<file path="src/hdl/sme_pkg.sv">
`timescale 1ns / 1ps
`default_nettype none
package sme_pkg;
    localparam int DIM_MAX   = 8;
    localparam int ELEM_BITS = 16;
    localparam int OUT_BITS  = 36;
    localparam int IDX_BITS  = $clog2(DIM_MAX);
    localparam int ADDR_BITS = 2 * IDX_BITS;
    localparam int DEPTH     = DIM_MAX * DIM_MAX;
    localparam int DIM_BITS  = 4;
    localparam int DIM_TOP   = (DIM_MAX < 8) ? DIM_MAX : 8;
    localparam int PROD_BITS = 2 * ELEM_BITS;
    localparam int QDEPTH    = 4;
    localparam int QPTR_BITS = 2;

    typedef enum logic [2:0] {
        OP_LOAD_A = 3'd0,
        OP_LOAD_B = 3'd1,
        OP_ADD    = 3'd2,
        OP_SCALE  = 3'd3,
        OP_MUL    = 3'd4
    } op_t;

    typedef enum logic [1:0] {
        CFG_A_ROWS = 2'd0,
        CFG_A_COLS = 2'd1,
        CFG_B_ROWS = 2'd2,
        CFG_B_COLS = 2'd3
    } cfg_idx_t;

    typedef enum logic [1:0] {
        K_ADD   = 2'd0,
        K_SCALE = 2'd1,
        K_MUL   = 2'd2,
        K_ERR   = 2'd3
    } kind_t;

    // one classified command for the back end
    typedef struct packed {
        kind_t                        kind;
        logic signed [ELEM_BITS-1:0]  scalar;
        logic [2:0]                   err_row;
        logic [2:0]                   err_col;
        logic [DIM_BITS-1:0]          rows;
        logic [DIM_BITS-1:0]          cols;
        logic [DIM_BITS-1:0]          inner;
    } cmd_t;

    typedef enum logic [1:0] {
        ST_IDLE,
        ST_RUN,
        ST_DRAIN
    } state_t;

    function automatic logic [DIM_BITS-1:0] clamp_dim(input logic [DIM_BITS-1:0] v);
        logic [DIM_BITS-1:0] r;
        begin
            if (v == '0)
                r = DIM_BITS'(1);
            else if (v > DIM_BITS'(DIM_TOP))
                r = DIM_BITS'(DIM_TOP);
            else
                r = v;
            return r;
        end
    endfunction
endpackage
`default_nettype wire

</file>
<file path="src/hdl/sme_ram.sv">
`timescale 1ns / 1ps
`default_nettype none
module sme_ram #(
    parameter int WIDTH = 16,
    parameter int DEPTH = 64
) (
    input  wire logic                     clk,
    input  wire logic                     we,
    input  wire logic [$clog2(DEPTH)-1:0] waddr,
    input  wire logic [WIDTH-1:0]         wdata,
    input  wire logic [$clog2(DEPTH)-1:0] raddr,
    output logic [WIDTH-1:0]              rdata
);
    logic [WIDTH-1:0] mem [DEPTH];

    always_ff @(posedge clk)
    begin
        if (we)
            mem[waddr] <= wdata;
        rdata <= mem[raddr];
    end
endmodule
`default_nettype wire

</file>
<file path="src/hdl/sme_queue.sv">
`timescale 1ns / 1ps
`default_nettype none
module sme_queue (
    input  wire logic          clk,
    input  wire logic          rst_n,
    input  wire logic          push,
    input  wire sme_pkg::cmd_t push_data,
    input  wire logic          pop,
    output sme_pkg::cmd_t      head,
    output logic               not_empty,
    output logic               not_full
);
    import sme_pkg::*;

    cmd_t                 slot_reg [QDEPTH];
    logic [QPTR_BITS-1:0] wr_reg, rd_reg;
    logic [QPTR_BITS:0]   cnt_reg;

    assign head      = slot_reg[rd_reg];
    assign not_empty = (cnt_reg != '0);
    assign not_full  = (cnt_reg != (QPTR_BITS+1)'(QDEPTH));

    always_ff @(posedge clk)
    begin
        if (push)
            slot_reg[wr_reg] <= push_data;
    end

    always_ff @(posedge clk or negedge rst_n)
    begin
        if (!rst_n)
        begin
            wr_reg  <= '0;
            rd_reg  <= '0;
            cnt_reg <= '0;
        end
        else
        begin
            if (push)
                wr_reg <= wr_reg + 1'b1;
            if (pop)
                rd_reg <= rd_reg + 1'b1;
            if (push && !pop)
                cnt_reg <= cnt_reg + 1'b1;
            else if (pop && !push)
                cnt_reg <= cnt_reg - 1'b1;
        end
    end
endmodule
`default_nettype wire

</file>
<file path="src/hdl/sme_front.sv">
`timescale 1ns / 1ps
`default_nettype none
module sme_front (
    input  wire logic                         clk,
    input  wire logic                         rst_n,
    input  wire logic                         take,
    input  wire logic [2:0]                   opcode,
    input  wire logic signed [15:0]           value,
    input  wire logic [2:0]                   row,
    input  wire logic [2:0]                   col,
    input  wire logic                         cfg_we,
    input  wire logic [1:0]                   cfg_sel,
    input  wire logic                         cfg_hit,
    input  wire logic [sme_pkg::DIM_BITS-1:0] cfg_val,
    output logic                              a_we,
    output logic                              b_we,
    output logic [sme_pkg::ADDR_BITS-1:0]     waddr,
    output logic [sme_pkg::ELEM_BITS-1:0]     wdata,
    output logic                              push,
    output sme_pkg::cmd_t                     cmd
);
    import sme_pkg::*;

    logic [DIM_BITS-1:0] a_rows_reg, a_cols_reg, b_rows_reg, b_cols_reg;
    logic [DIM_BITS-1:0] nr, nc;
    logic                is_load, bad_idx;

    always_ff @(posedge clk or negedge rst_n)
    begin
        if (!rst_n)
        begin
            a_rows_reg <= clamp_dim(DIM_BITS'(8));
            a_cols_reg <= clamp_dim(DIM_BITS'(8));
            b_rows_reg <= clamp_dim(DIM_BITS'(8));
            b_cols_reg <= clamp_dim(DIM_BITS'(8));
        end
        else if (cfg_we && cfg_hit)
        begin
            unique case (cfg_idx_t'(cfg_sel))
                CFG_A_ROWS: a_rows_reg <= clamp_dim(cfg_val);
                CFG_A_COLS: a_cols_reg <= clamp_dim(cfg_val);
                CFG_B_ROWS: b_rows_reg <= clamp_dim(cfg_val);
                CFG_B_COLS: b_cols_reg <= clamp_dim(cfg_val);
                default: ;
            endcase
        end
    end

    always_comb
    begin
        is_load = (opcode == OP_LOAD_A) || (opcode == OP_LOAD_B);
        nr      = (opcode == OP_LOAD_A) ? a_rows_reg : b_rows_reg;
        nc      = (opcode == OP_LOAD_A) ? a_cols_reg : b_cols_reg;
        bad_idx = ({1'b0, row} >= nr) || ({1'b0, col} >= nc);
        waddr   = {row[IDX_BITS-1:0], col[IDX_BITS-1:0]};
        wdata   = value[ELEM_BITS-1:0];
        a_we    = take && (opcode == OP_LOAD_A) && !bad_idx;
        b_we    = take && (opcode == OP_LOAD_B) && !bad_idx;
        cmd.scalar  = value[ELEM_BITS-1:0];
        cmd.err_row = 3'd0;
        cmd.err_col = 3'd0;
        cmd.rows    = a_rows_reg;
        cmd.cols    = a_cols_reg;
        cmd.inner   = a_cols_reg;
        cmd.kind    = K_ERR;
        push        = 1'b0;
        if (take)
        begin
            if (is_load)
            begin
                push        = bad_idx;
                cmd.err_row = row;
                cmd.err_col = col;
            end
            else if (opcode == OP_ADD)
            begin
                push = 1'b1;
                if (a_rows_reg == b_rows_reg && a_cols_reg == b_cols_reg)
                    cmd.kind = K_ADD;
            end
            else if (opcode == OP_SCALE)
            begin
                push     = 1'b1;
                cmd.kind = K_SCALE;
            end
            else if (opcode == OP_MUL)
            begin
                push     = 1'b1;
                cmd.cols = b_cols_reg;
                if (a_cols_reg == b_rows_reg)
                    cmd.kind = K_MUL;
            end
        end
    end
endmodule
`default_nettype wire

</file>
<file path="src/hdl/sme_back.sv">
`timescale 1ns / 1ps
`default_nettype none
module sme_back (
    input  wire logic                            clk,
    input  wire logic                            rst_n,
    input  wire sme_pkg::cmd_t                   head,
    input  wire logic                            not_empty,
    output logic                                 pop,
    output logic                                 busy_back,
    output logic [sme_pkg::ADDR_BITS-1:0]        a_raddr,
    output logic [sme_pkg::ADDR_BITS-1:0]        b_raddr,
    input  wire logic [sme_pkg::ELEM_BITS-1:0]   a_rdata,
    input  wire logic [sme_pkg::ELEM_BITS-1:0]   b_rdata,
    output logic                                 done,
    output logic signed [sme_pkg::OUT_BITS-1:0]  element,
    output logic [2:0]                           out_row,
    output logic [2:0]                           out_col,
    output logic                                 last,
    output logic                                 error
);
    import sme_pkg::*;

    localparam int ACC_BITS = PROD_BITS + IDX_BITS + 1;

    state_t              state_reg, state_next;
    cmd_t                cmd_reg, cmd_next;
    logic [DIM_BITS-1:0] i_reg, i_next, j_reg, j_next, k_reg, k_next;
    // pipeline: issue (read) -> s1 (data) -> s2 (product) -> accumulate/emit
    logic                v1_reg, v2_reg;
    logic                end1_reg, end2_reg, fin1_reg, fin2_reg;
    logic [2:0]          r1_reg, c1_reg, r2_reg, c2_reg;
    logic                issue, elem_end, all_end;
    logic signed [ELEM_BITS-1:0] a_s, b_s, opb;
    logic signed [PROD_BITS-1:0] prod_reg;
    logic signed [ELEM_BITS:0]   sum_reg;
    logic signed [ACC_BITS-1:0]  acc_reg, acc_sum;
    logic                done_reg, last_reg, err_reg;
    logic signed [OUT_BITS-1:0] elem_reg;
    logic [2:0]          orow_reg, ocol_reg;

    assign a_s = a_rdata;
    assign b_s = b_rdata;
    assign a_raddr = cmd_reg.kind == K_MUL ? {i_reg[IDX_BITS-1:0], k_reg[IDX_BITS-1:0]}
                                           : {i_reg[IDX_BITS-1:0], j_reg[IDX_BITS-1:0]};
    assign b_raddr = cmd_reg.kind == K_MUL ? {k_reg[IDX_BITS-1:0], j_reg[IDX_BITS-1:0]}
                                           : {i_reg[IDX_BITS-1:0], j_reg[IDX_BITS-1:0]};
    assign busy_back = (state_reg != ST_IDLE) || not_empty;
    assign done    = done_reg;
    assign element = elem_reg;
    assign out_row = orow_reg;
    assign out_col = ocol_reg;
    assign last    = last_reg;
    assign error   = err_reg;

    always_comb
    begin
        state_next = state_reg;
        cmd_next   = cmd_reg;
        i_next     = i_reg;
        j_next     = j_reg;
        k_next     = k_reg;
        pop        = 1'b0;
        issue      = 1'b0;
        elem_end   = 1'b1;
        all_end    = 1'b0;
        unique case (state_reg)
            ST_IDLE:
            begin
                if (not_empty)
                begin
                    pop      = 1'b1;
                    cmd_next = head;
                    i_next   = '0;
                    j_next   = '0;
                    k_next   = '0;
                    state_next = (head.kind == K_ERR) ? ST_IDLE : ST_RUN;
                end
            end
            ST_RUN:
            begin
                issue = 1'b1;
                if (cmd_reg.kind == K_MUL)
                    elem_end = (k_reg + 1'b1 == cmd_reg.inner);
                all_end = elem_end && (j_reg + 1'b1 == cmd_reg.cols)
                          && (i_reg + 1'b1 == cmd_reg.rows);
                if (!elem_end)
                    k_next = k_reg + 1'b1;
                else
                begin
                    k_next = '0;
                    if (j_reg + 1'b1 == cmd_reg.cols)
                    begin
                        j_next = '0;
                        i_next = i_reg + 1'b1;
                    end
                    else
                        j_next = j_reg + 1'b1;
                end
                if (all_end)
                    state_next = ST_DRAIN;
            end
            ST_DRAIN:
            begin
                if (!v1_reg && !v2_reg)
                    state_next = ST_IDLE;
            end
            default: state_next = ST_IDLE;
        endcase
    end

    always_ff @(posedge clk or negedge rst_n)
    begin
        if (!rst_n)
        begin
            state_reg <= ST_IDLE;
            v1_reg    <= 1'b0;
            v2_reg    <= 1'b0;
            done_reg  <= 1'b0;
            i_reg     <= '0;
            j_reg     <= '0;
            k_reg     <= '0;
        end
        else
        begin
            state_reg <= state_next;
            i_reg     <= i_next;
            j_reg     <= j_next;
            k_reg     <= k_next;
            v1_reg    <= issue;
            v2_reg    <= v1_reg;
            done_reg  <= (pop && head.kind == K_ERR) || (v2_reg && end2_reg);
        end
    end

    assign opb     = (cmd_reg.kind == K_SCALE) ? cmd_reg.scalar : b_s;
    assign acc_sum = acc_reg + ACC_BITS'(prod_reg);

    always_ff @(posedge clk)
    begin
        cmd_reg  <= cmd_next;
        end1_reg <= elem_end;
        fin1_reg <= all_end;
        r1_reg   <= i_reg[2:0];
        c1_reg   <= j_reg[2:0];
        end2_reg <= end1_reg;
        fin2_reg <= fin1_reg;
        r2_reg   <= r1_reg;
        c2_reg   <= c1_reg;
        prod_reg <= a_s * opb;
        sum_reg  <= {a_s[ELEM_BITS-1], a_s} + {b_s[ELEM_BITS-1], b_s};
        if (v2_reg)
            acc_reg <= end2_reg ? '0 : acc_sum;
        if (pop && head.kind == K_ERR)
        begin
            elem_reg <= '0;
            orow_reg <= head.err_row;
            ocol_reg <= head.err_col;
            last_reg <= 1'b1;
            err_reg  <= 1'b1;
        end
        else
        begin
            elem_reg <= (cmd_reg.kind == K_ADD) ? OUT_BITS'(sum_reg) : OUT_BITS'(acc_sum);
            orow_reg <= r2_reg;
            ocol_reg <= c2_reg;
            last_reg <= fin2_reg;
            err_reg  <= 1'b0;
        end
        if (state_reg == ST_IDLE)
            acc_reg <= '0;
    end
endmodule
`default_nettype wire

</file>
<file path="src/hdl/small_matrix_engine.sv">
`timescale 1ns / 1ps
`default_nettype none
// small_matrix_engine: holds matrices A and B (up to 8x8, signed Q8.8) and
// runs add, scale and matrix product commands on them.
// input: an item is taken when start is high and busy is low. loads write
// one element per cycle while not busy, emitting only for an out-of-range index.
// results: each element is shown for one cycle with done high, in row-major
// order, last marks the final one; error items carry error and last.
// the receiver cannot stall, results are never held back.
// execution: add and scale emit one element per cycle; a product element is
// summed over a_cols terms by the single multiply-accumulate unit.
// a four-entry command queue sits between decode and execution; busy rises
// while the queue is full, and for a load while any command is still queued
// or executing, so a load never changes an element an earlier command reads.
// config writes (cfg_we, cfg_addr, cfg_data) must go in while idle, which the
// block itself does not enforce; zero becomes one and values above 8 become 8.
// reset: all sizes go to 8, queue and execution return to idle; matrix
// contents are undefined until loaded.
module small_matrix_engine (
    input  wire logic               clk,
    input  wire logic               rst_n,
    input  wire logic               start,
    output logic                    busy,
    input  wire logic [2:0]         opcode,
    input  wire logic signed [15:0] value,
    input  wire logic [2:0]         row,
    input  wire logic [2:0]         col,
    input  wire logic               cfg_we,
    input  wire logic [1:0]         cfg_addr,
    input  wire logic [3:0]         cfg_data,
    output logic                    done,
    output logic signed [35:0]      element,
    output logic [2:0]              out_row,
    output logic [2:0]              out_col,
    output logic                    last,
    output logic                    error
);
    import sme_pkg::*;

    logic                 take, a_we, b_we, push, pop, q_ne, q_nf, busy_back;
    logic [ADDR_BITS-1:0] waddr, a_raddr, b_raddr;
    logic [ELEM_BITS-1:0] wdata, a_rdata, b_rdata;
    cmd_t                 cmd, head;

    // a load waits until the back end has finished every earlier command
    assign busy = !q_nf ||
                  (busy_back && ((opcode == OP_LOAD_A) || (opcode == OP_LOAD_B)));
    assign take = start && !busy;

    sme_front u_front (
        .clk(clk), .rst_n(rst_n), .take(take), .opcode(opcode), .value(value),
        .row(row), .col(col), .cfg_we(cfg_we), .cfg_sel(cfg_addr),
        .cfg_hit(1'b1), .cfg_val(cfg_data), .a_we(a_we), .b_we(b_we),
        .waddr(waddr), .wdata(wdata), .push(push), .cmd(cmd)
    );

    sme_queue u_queue (
        .clk(clk), .rst_n(rst_n), .push(push), .push_data(cmd), .pop(pop),
        .head(head), .not_empty(q_ne), .not_full(q_nf)
    );

    sme_ram #(.WIDTH(ELEM_BITS), .DEPTH(DEPTH)) u_ram_a (
        .clk(clk), .we(a_we), .waddr(waddr), .wdata(wdata),
        .raddr(a_raddr), .rdata(a_rdata)
    );

    sme_ram #(.WIDTH(ELEM_BITS), .DEPTH(DEPTH)) u_ram_b (
        .clk(clk), .we(b_we), .waddr(waddr), .wdata(wdata),
        .raddr(b_raddr), .rdata(b_rdata)
    );

    sme_back u_back (
        .clk(clk), .rst_n(rst_n), .head(head), .not_empty(q_ne), .pop(pop),
        .busy_back(busy_back), .a_raddr(a_raddr), .b_raddr(b_raddr),
        .a_rdata(a_rdata), .b_rdata(b_rdata), .done(done), .element(element),
        .out_row(out_row), .out_col(out_col), .last(last), .error(error)
    );
endmodule
`default_nettype wire
</file>
<file path="config.mk">
export PLATFORM = sky130hd
export DESIGN_NAME = small_matrix_engine
export DESIGN_NICKNAME = d
export VERILOG_FILES = /design/src/hdl/sme_pkg.sv /design/src/hdl/sme_ram.sv /design/src/hdl/sme_queue.sv /design/src/hdl/sme_front.sv /design/src/hdl/sme_back.sv /design/src/hdl/small_matrix_engine.sv
export SDC_FILE = /design/constraint.sdc
export NUM_CORES = 2
export LEC_CHECK = 0
export BUFFER_PORTS_ARGS = -buffer_cell sky130_fd_sc_hd__buf_4
export CAP_MARGIN = 0
export CORE_ASPECT_RATIO = 0.75
export CORE_UTILIZATION = 60
export DETAILED_ROUTE_END_ITERATION = 12
export MAX_ROUTING_LAYER = met4
export PLACE_DENSITY = 0.79
export SETUP_SLACK_MARGIN = 0.02
export SYNTH_ARGS = -nofsm -noshare
export SYNTH_HDL_FRONTEND = slang
export SYNTH_SLANG_ARGS = --single-unit
</file>
<file path="constraint.sdc">
create_clock -name clk -period 19 [get_ports clk]
set_clock_uncertainty 0.2 [all_clocks]
set_input_delay 1.9 -clock clk [delete_from_list [all_inputs] [get_ports clk]]
set_output_delay 1.9 -clock clk [all_outputs]
set_load 0.005 [all_outputs]
</file>
Word level (Yosys, flattened, before mapping)
Memory sizes are Yosys's and may differ from the RTL's. A register that Yosys moved wholly into a read port is not among the register bits.
Index checks and enable logic that the tools add are counted.
W data, S select, Z words.
- reduce and logical (&&, ||, !) cells: 44
- div/mod/pow operators: 0
- $mul: 1
- add/sub/neg operators: 9
- muxes and demuxes: 58
- equal/unequal tests: 24
- bitwise gates (word level): 0
- $lt $le $gt $ge: 3
- shift operators: 0
- operators with widths (cell ; number):
    $mux W36 ; 2
    $mux W4 ; 15
    $add A36 B32 Y36 ; 1
    $mul A16 B16 Y32 ; 1
    $eq A4 B4 Y1 ; 6
    $pmux W4 S2 ; 3
    $mux W1 ; 19
    $mux W2 ; 9
    $mux W6 ; 3
    $add A16 B16 Y17 ; 1
    $mux W16 ; 1
    $mux W3 ; 5
    $logic_and A1 B1 Y1 ; 14
    $add A4 B1 Y4 const B ; 3
    $reduce_and A2 Y1 ; 6
    $eq A2 B2 Y1 const B ; 5
    $ne A2 B1 Y1 const B ; 5
    $ge A3 B4 Y1 ; 2
    $logic_not A1 Y1 ; 7
    $eq A2 B1 Y1 const B ; 3
    $eq A3 B2 Y1 const B ; 2
    $logic_not A2 Y1 ; 3
    $pmux W2 S3 ; 1
    $reduce_and A3 Y1 ; 2
    13 further kinds ; 20
- output and inout bits: 46
- ROM bits: 0
- bits in latches: 0
- memories kept: 3
- input port bits: 35
- register bits after elaboration: 215
- memory bits (writable): 2192
- memories (name ; depth ; bits a word ; read ports ; clocked after Yosys merged registers in ; wr ports ; line ; text):
    u_ram_a.mem ; 64 ; 16 ; 1 ; 1 ; 1 ; sme_ram.sv:14 ; logic [WIDTH-1:0] mem [DEPTH];
    u_ram_b.mem ; 64 ; 16 ; 1 ; 1 ; 1 ; sme_ram.sv:14 ;
    u_queue.slot_reg ; 4 ; 36 ; 1 ; 0 ; 1 ; sme_queue.sv:15 ; cmd_t slot_reg [QDEPTH];

Logic depth before layout (Yosys ltp)
- word-level depth: 11
- depth in mapped cells: 28

Modules after synthesis
From an unflattened synthesis, not the netlist that was laid out.
- cell total of the unflattened synthesis: 5982
- area total of the unflattened synthesis: 105479.9 µm²
- modules (own cells, without submodules) (module ; area each (µm²) ; instances ; sequential area each (µm²) ; cells each):
    sme_ram ; 40042.2 ; 2 ; 31069.8 ; 1829
    sme_back ; 18318.8 ; 1 ; 4229.1 ; 1940
    sme_queue ; 5605.4 ; 1 ; 4499.3 ; 223
    sme_front ; 1448.9 ; 1 ; 405.4 ; 157
    small_matrix_engine ; 22.5 ; 1 ; 0.0 ; 4

Worst setup path after synthesis
OpenSTA, ideal clock, no wires.
- path type: flip-flop to flip-flop
- start: register u_back.cmd_reg[34] (netlist name)
- end: register u_back.prod_reg[31]
- library setup time: 0.121 ns
- slack: 11.671 ns
- data required time: 18.679 ns
- cell stages (with the launch flop): 25
- data arrival time: 7.008 ns
- cells stage by stage: edfxtp_1 -> nand2b_1 -> clkbuf_1 -> buf_1 -> mux2_2 -> clkbuf_1 -> nand2_1 -> inv_1 -> fa_1 -> fa_1 -> fa_1 -> fa_1 -> fa_1 -> inv_1 -> fa_1 -> inv_1 -> ha_1 -> a21o_1 -> a21o_1 -> a21oi_1 -> nor2b_1 -> a311o_1 -> a31oi_1 -> o21bai_1 -> xnor2_1
- longest elaborated chain between the ends: 3
- ends and longest elaborated chain (what ; line ; text):
    start, declared ; sme_back.sv:26 ; cmd_t cmd_reg, cmd_next;
    start signal, assigned ; sme_back.sv:140 ; cmd_reg <= cmd_next;
    $eq A2 B1 Y1 ; sme_back.sv:135 ; assign opb = (cmd_reg.kind == K_SCALE) ? cmd_reg.scalar : b_s;
    $mux W16 ; sme_back.sv:135 ;
    $mul A16 B16 Y32 ; sme_back.sv:149 ; prod_reg <= a_s * opb;
    end signal, assigned ; sme_back.sv:149 ;
    end, declared ; sme_back.sv:34 ; logic signed [PROD_BITS-1:0] prod_reg;
No other way between the ends.
A chain may end at the register's enable or synchronous reset.

Final worst setup path
- start: register u_back.cmd_reg[35] (netlist name)
- end: register u_back.prod_reg[31]
Same word-level chain as after synthesis.

==> flow_summary.json <==
{
  "cp_max_fo": 16,
  "htreeDepth": 4,
  "cts-buffers-inserted": 207,
  "fmax_ghz": 0.130,
  "tns_ns": 0,
  "drv_slew": 0,
  "drtIter0Drc": 7431,
  "die_w_um": 481,
  "cts_root_buf": "clkbuf_16",
  "synthTopCellsByArea": "edfxtp_1 (64%), mux4_2 (15%), fa_1 (5.1%)",
  "cap_violations": 0,
  "synth_enable_flop_cells": 2222,
  "synth_cell_types": 67,
  "slowest_delay_ns": 0.69,
  "tightestPinTransition_ns": 1.24,
  "worst_ep_arrival_time_ns": 8.19,
  "core_um2": 171000,
  "cts.clk_slew.worst_paths_ns": 0.07,
  "worst_r2r_startpoint": "u_back.cmd_reg[35]",
  "grt_pass1_wl_um": 373000,
  "netlist_area_um2": 103000,
  "holdBufCountCts": 0,
  "slew-limit-headroom_pct": 17.2,
  "finalSetupViolations": 0,
  "ys_warn_count": 0,
  "ys_seq_elements": 2439,
  "final_area_um2": 114000,
  "port_buffers": 80,
  "grt_pass1_vias": 54300,
  "grt_remaining_overflow": 0,
  "clock_latency_ns": 0.87,
  "drive_gt1_share_pct": 23.1,
  "routabilityCongestion": 0.927,
  "utilization_pct": 67.1,
  "postCtsSetupRepairBufs": 0,
  "cts_resized": 0,
  "postRouteAntennaNets": 0,
  "async_flop_share_pct": 1.64,
  "instances_no_fill": 8079,
  "mostFrequentLayoutCell": "edfxtp_1",
  "antenna_found_initial": 13,
  "yosysTopAreaCell": "edfxtp_1",
  "rsz0062_at_grt": "no",
  "dp.cells": 7688,
  "chipHeight_um": 362,
  "hp-class": "reg -> reg",
  "rows": 131,
  "yosysSeqAreaShare_pct": 68.9,
  "drt_first_pass_iters": 7,
  "vias_per_cell": 6.64,
  "status": "complete, no violations",
  "yosys_most_used_dff": "edfxtp_1",
  "ios": 81,
  "fin_crit_ns": 7.67,
  "place_area_um2": 108000,
  "area_growth_pct": 10.6,
  "worst_setup_path_end_kind": "flip-flop",
  "crit_start": "u_back.cmd_reg[35]",
  "wire_per_inst_um": 31.8,
  "dieArea_um2": 174000,
  "path_class": "reg -> reg",
  "yosys.area.top_type_share_pct": 64.5,
  "initial_utilization_pct": 60.6,
  "routed_wl_um": 257000,
  "hold_violations": 0,
  "crit_top_cell": "fa_1",
  "required_ns": 19.52,
  "clock-sinks": 2439,
  "slowest_stage": "nand2b_1",
  "start_kind": "flip-flop",
  "clockBufferDepth": 3,
  "finalNetCount": 6083,
  "worstHoldStart": "u_back.r1_reg[1]",
  "postSynthCellCount": 5390,
  "grtUsageTotal_pct": 31.0,
  "fin_crit_sh_pct": 40.4,
  "num_vias": 53700,
  "tritoncts": "yes",
  "grt_max_degree": 160,
  "dp_hpwl_um": 149000,
  "route.detailed.drc": 0,
  "synth_nets": 5837,
  "mostFrequentLayoutCells": "edfxtp_1 (2222), mux4_2 (691), inv_1 (320)",
  "avgSynthCellArea_um2": 19.2
}
==> layout make-up <==
type                       count  area [um2]
tap                         2261        2830
multi-input combinational   2395       30100
antenna                        2        5.00
fill                       10500       56200
clock buffer                 253        5550
clock inverter               136        1360
sequential                  2439       71300
inverter                     320        1200
timing repair buffer         273        2100
==> worst paths after layout <==
kind	slack, ns	to	depth (start not counted)
setup / recovery	11.33	u_back.prod_reg[31]	25
hold / removal	0.13	u_back.r2_reg[1]	0
setup reg to reg	11.33	u_back.prod_reg[31]	25
hold reg to reg	0.13	u_back.r2_reg[1]	0
max in group asynchronous	17.34	u_back.j_reg[2]	1
min in group asynchronous	0.84	u_back.i_reg[0]	1
==> metal layers <==
| layer | track usage (%) | share of wire, % | vias up |
|---|---|---|---|
| met2 | 45.6 | 47 | 3679 |
| met3 | 7.66 | 12 | 483 |
| met1 | 43.2 | 38 | 28000 |
| met4 | 10.4 | 3.3 | 0 |
| li1 | - | - | 21500 |
| met5 | - | 0 | - |
==> synthesized netlist by cell type (32+ instances only) <==
master	count
edfxtp_1	2222
mux4_2	691
inv_1	320
fa_1	265
nand2_1	256
nor2_1	249
dfxtp_1	177
ha_1	147
clkbuf_1	138
a21oi_1	108
and2_1	86
xnor2_1	77
nor2b_1	74
o21ai_0	61
buf_1	52
buf_2	40
xor2_1	38
dfrtp_1	36
a21o_1	34
mux2_2	32
==> through the flow <==
step                      setup WS (ns)  hold WS, ns
after global placement            11.46        0.111
after CTS                         11.33        0.131
after floorplan                   11.67        0.110
after global routing              10.95        0.134
after detailed placement          11.32        0.115
final                             11.33        0.131
==> critical path, delay by kind of cell (launching register included) <==
family	cells	cell delay (ns)
compound gates	9	1.79
mux	1	0.51
fa+ha+maj	7	3.43
simple gates	2	0.82
xor+xnor	1	0.12
flops	1	0.38
buf+inv	5	0.29
==> cell families after synthesis <==
family / count (synthesis) / synth area share (%)
multiplexers: 736 / 15.5
adder cells (fa/ha/maj): 412 / 6.91
XOR/XNOR: 115 / 0.974
AO/OA/AOI/OAI: 343 / 2.09
flip-flops: 2439 / 68.9
buffers and inverters: 556 / 2.09
AND/OR/NAND/NOR: 789 / 3.53
Power is not shown: default switching activity piles up to over one toggle a cycle in this logic, so the estimate is an artifact.
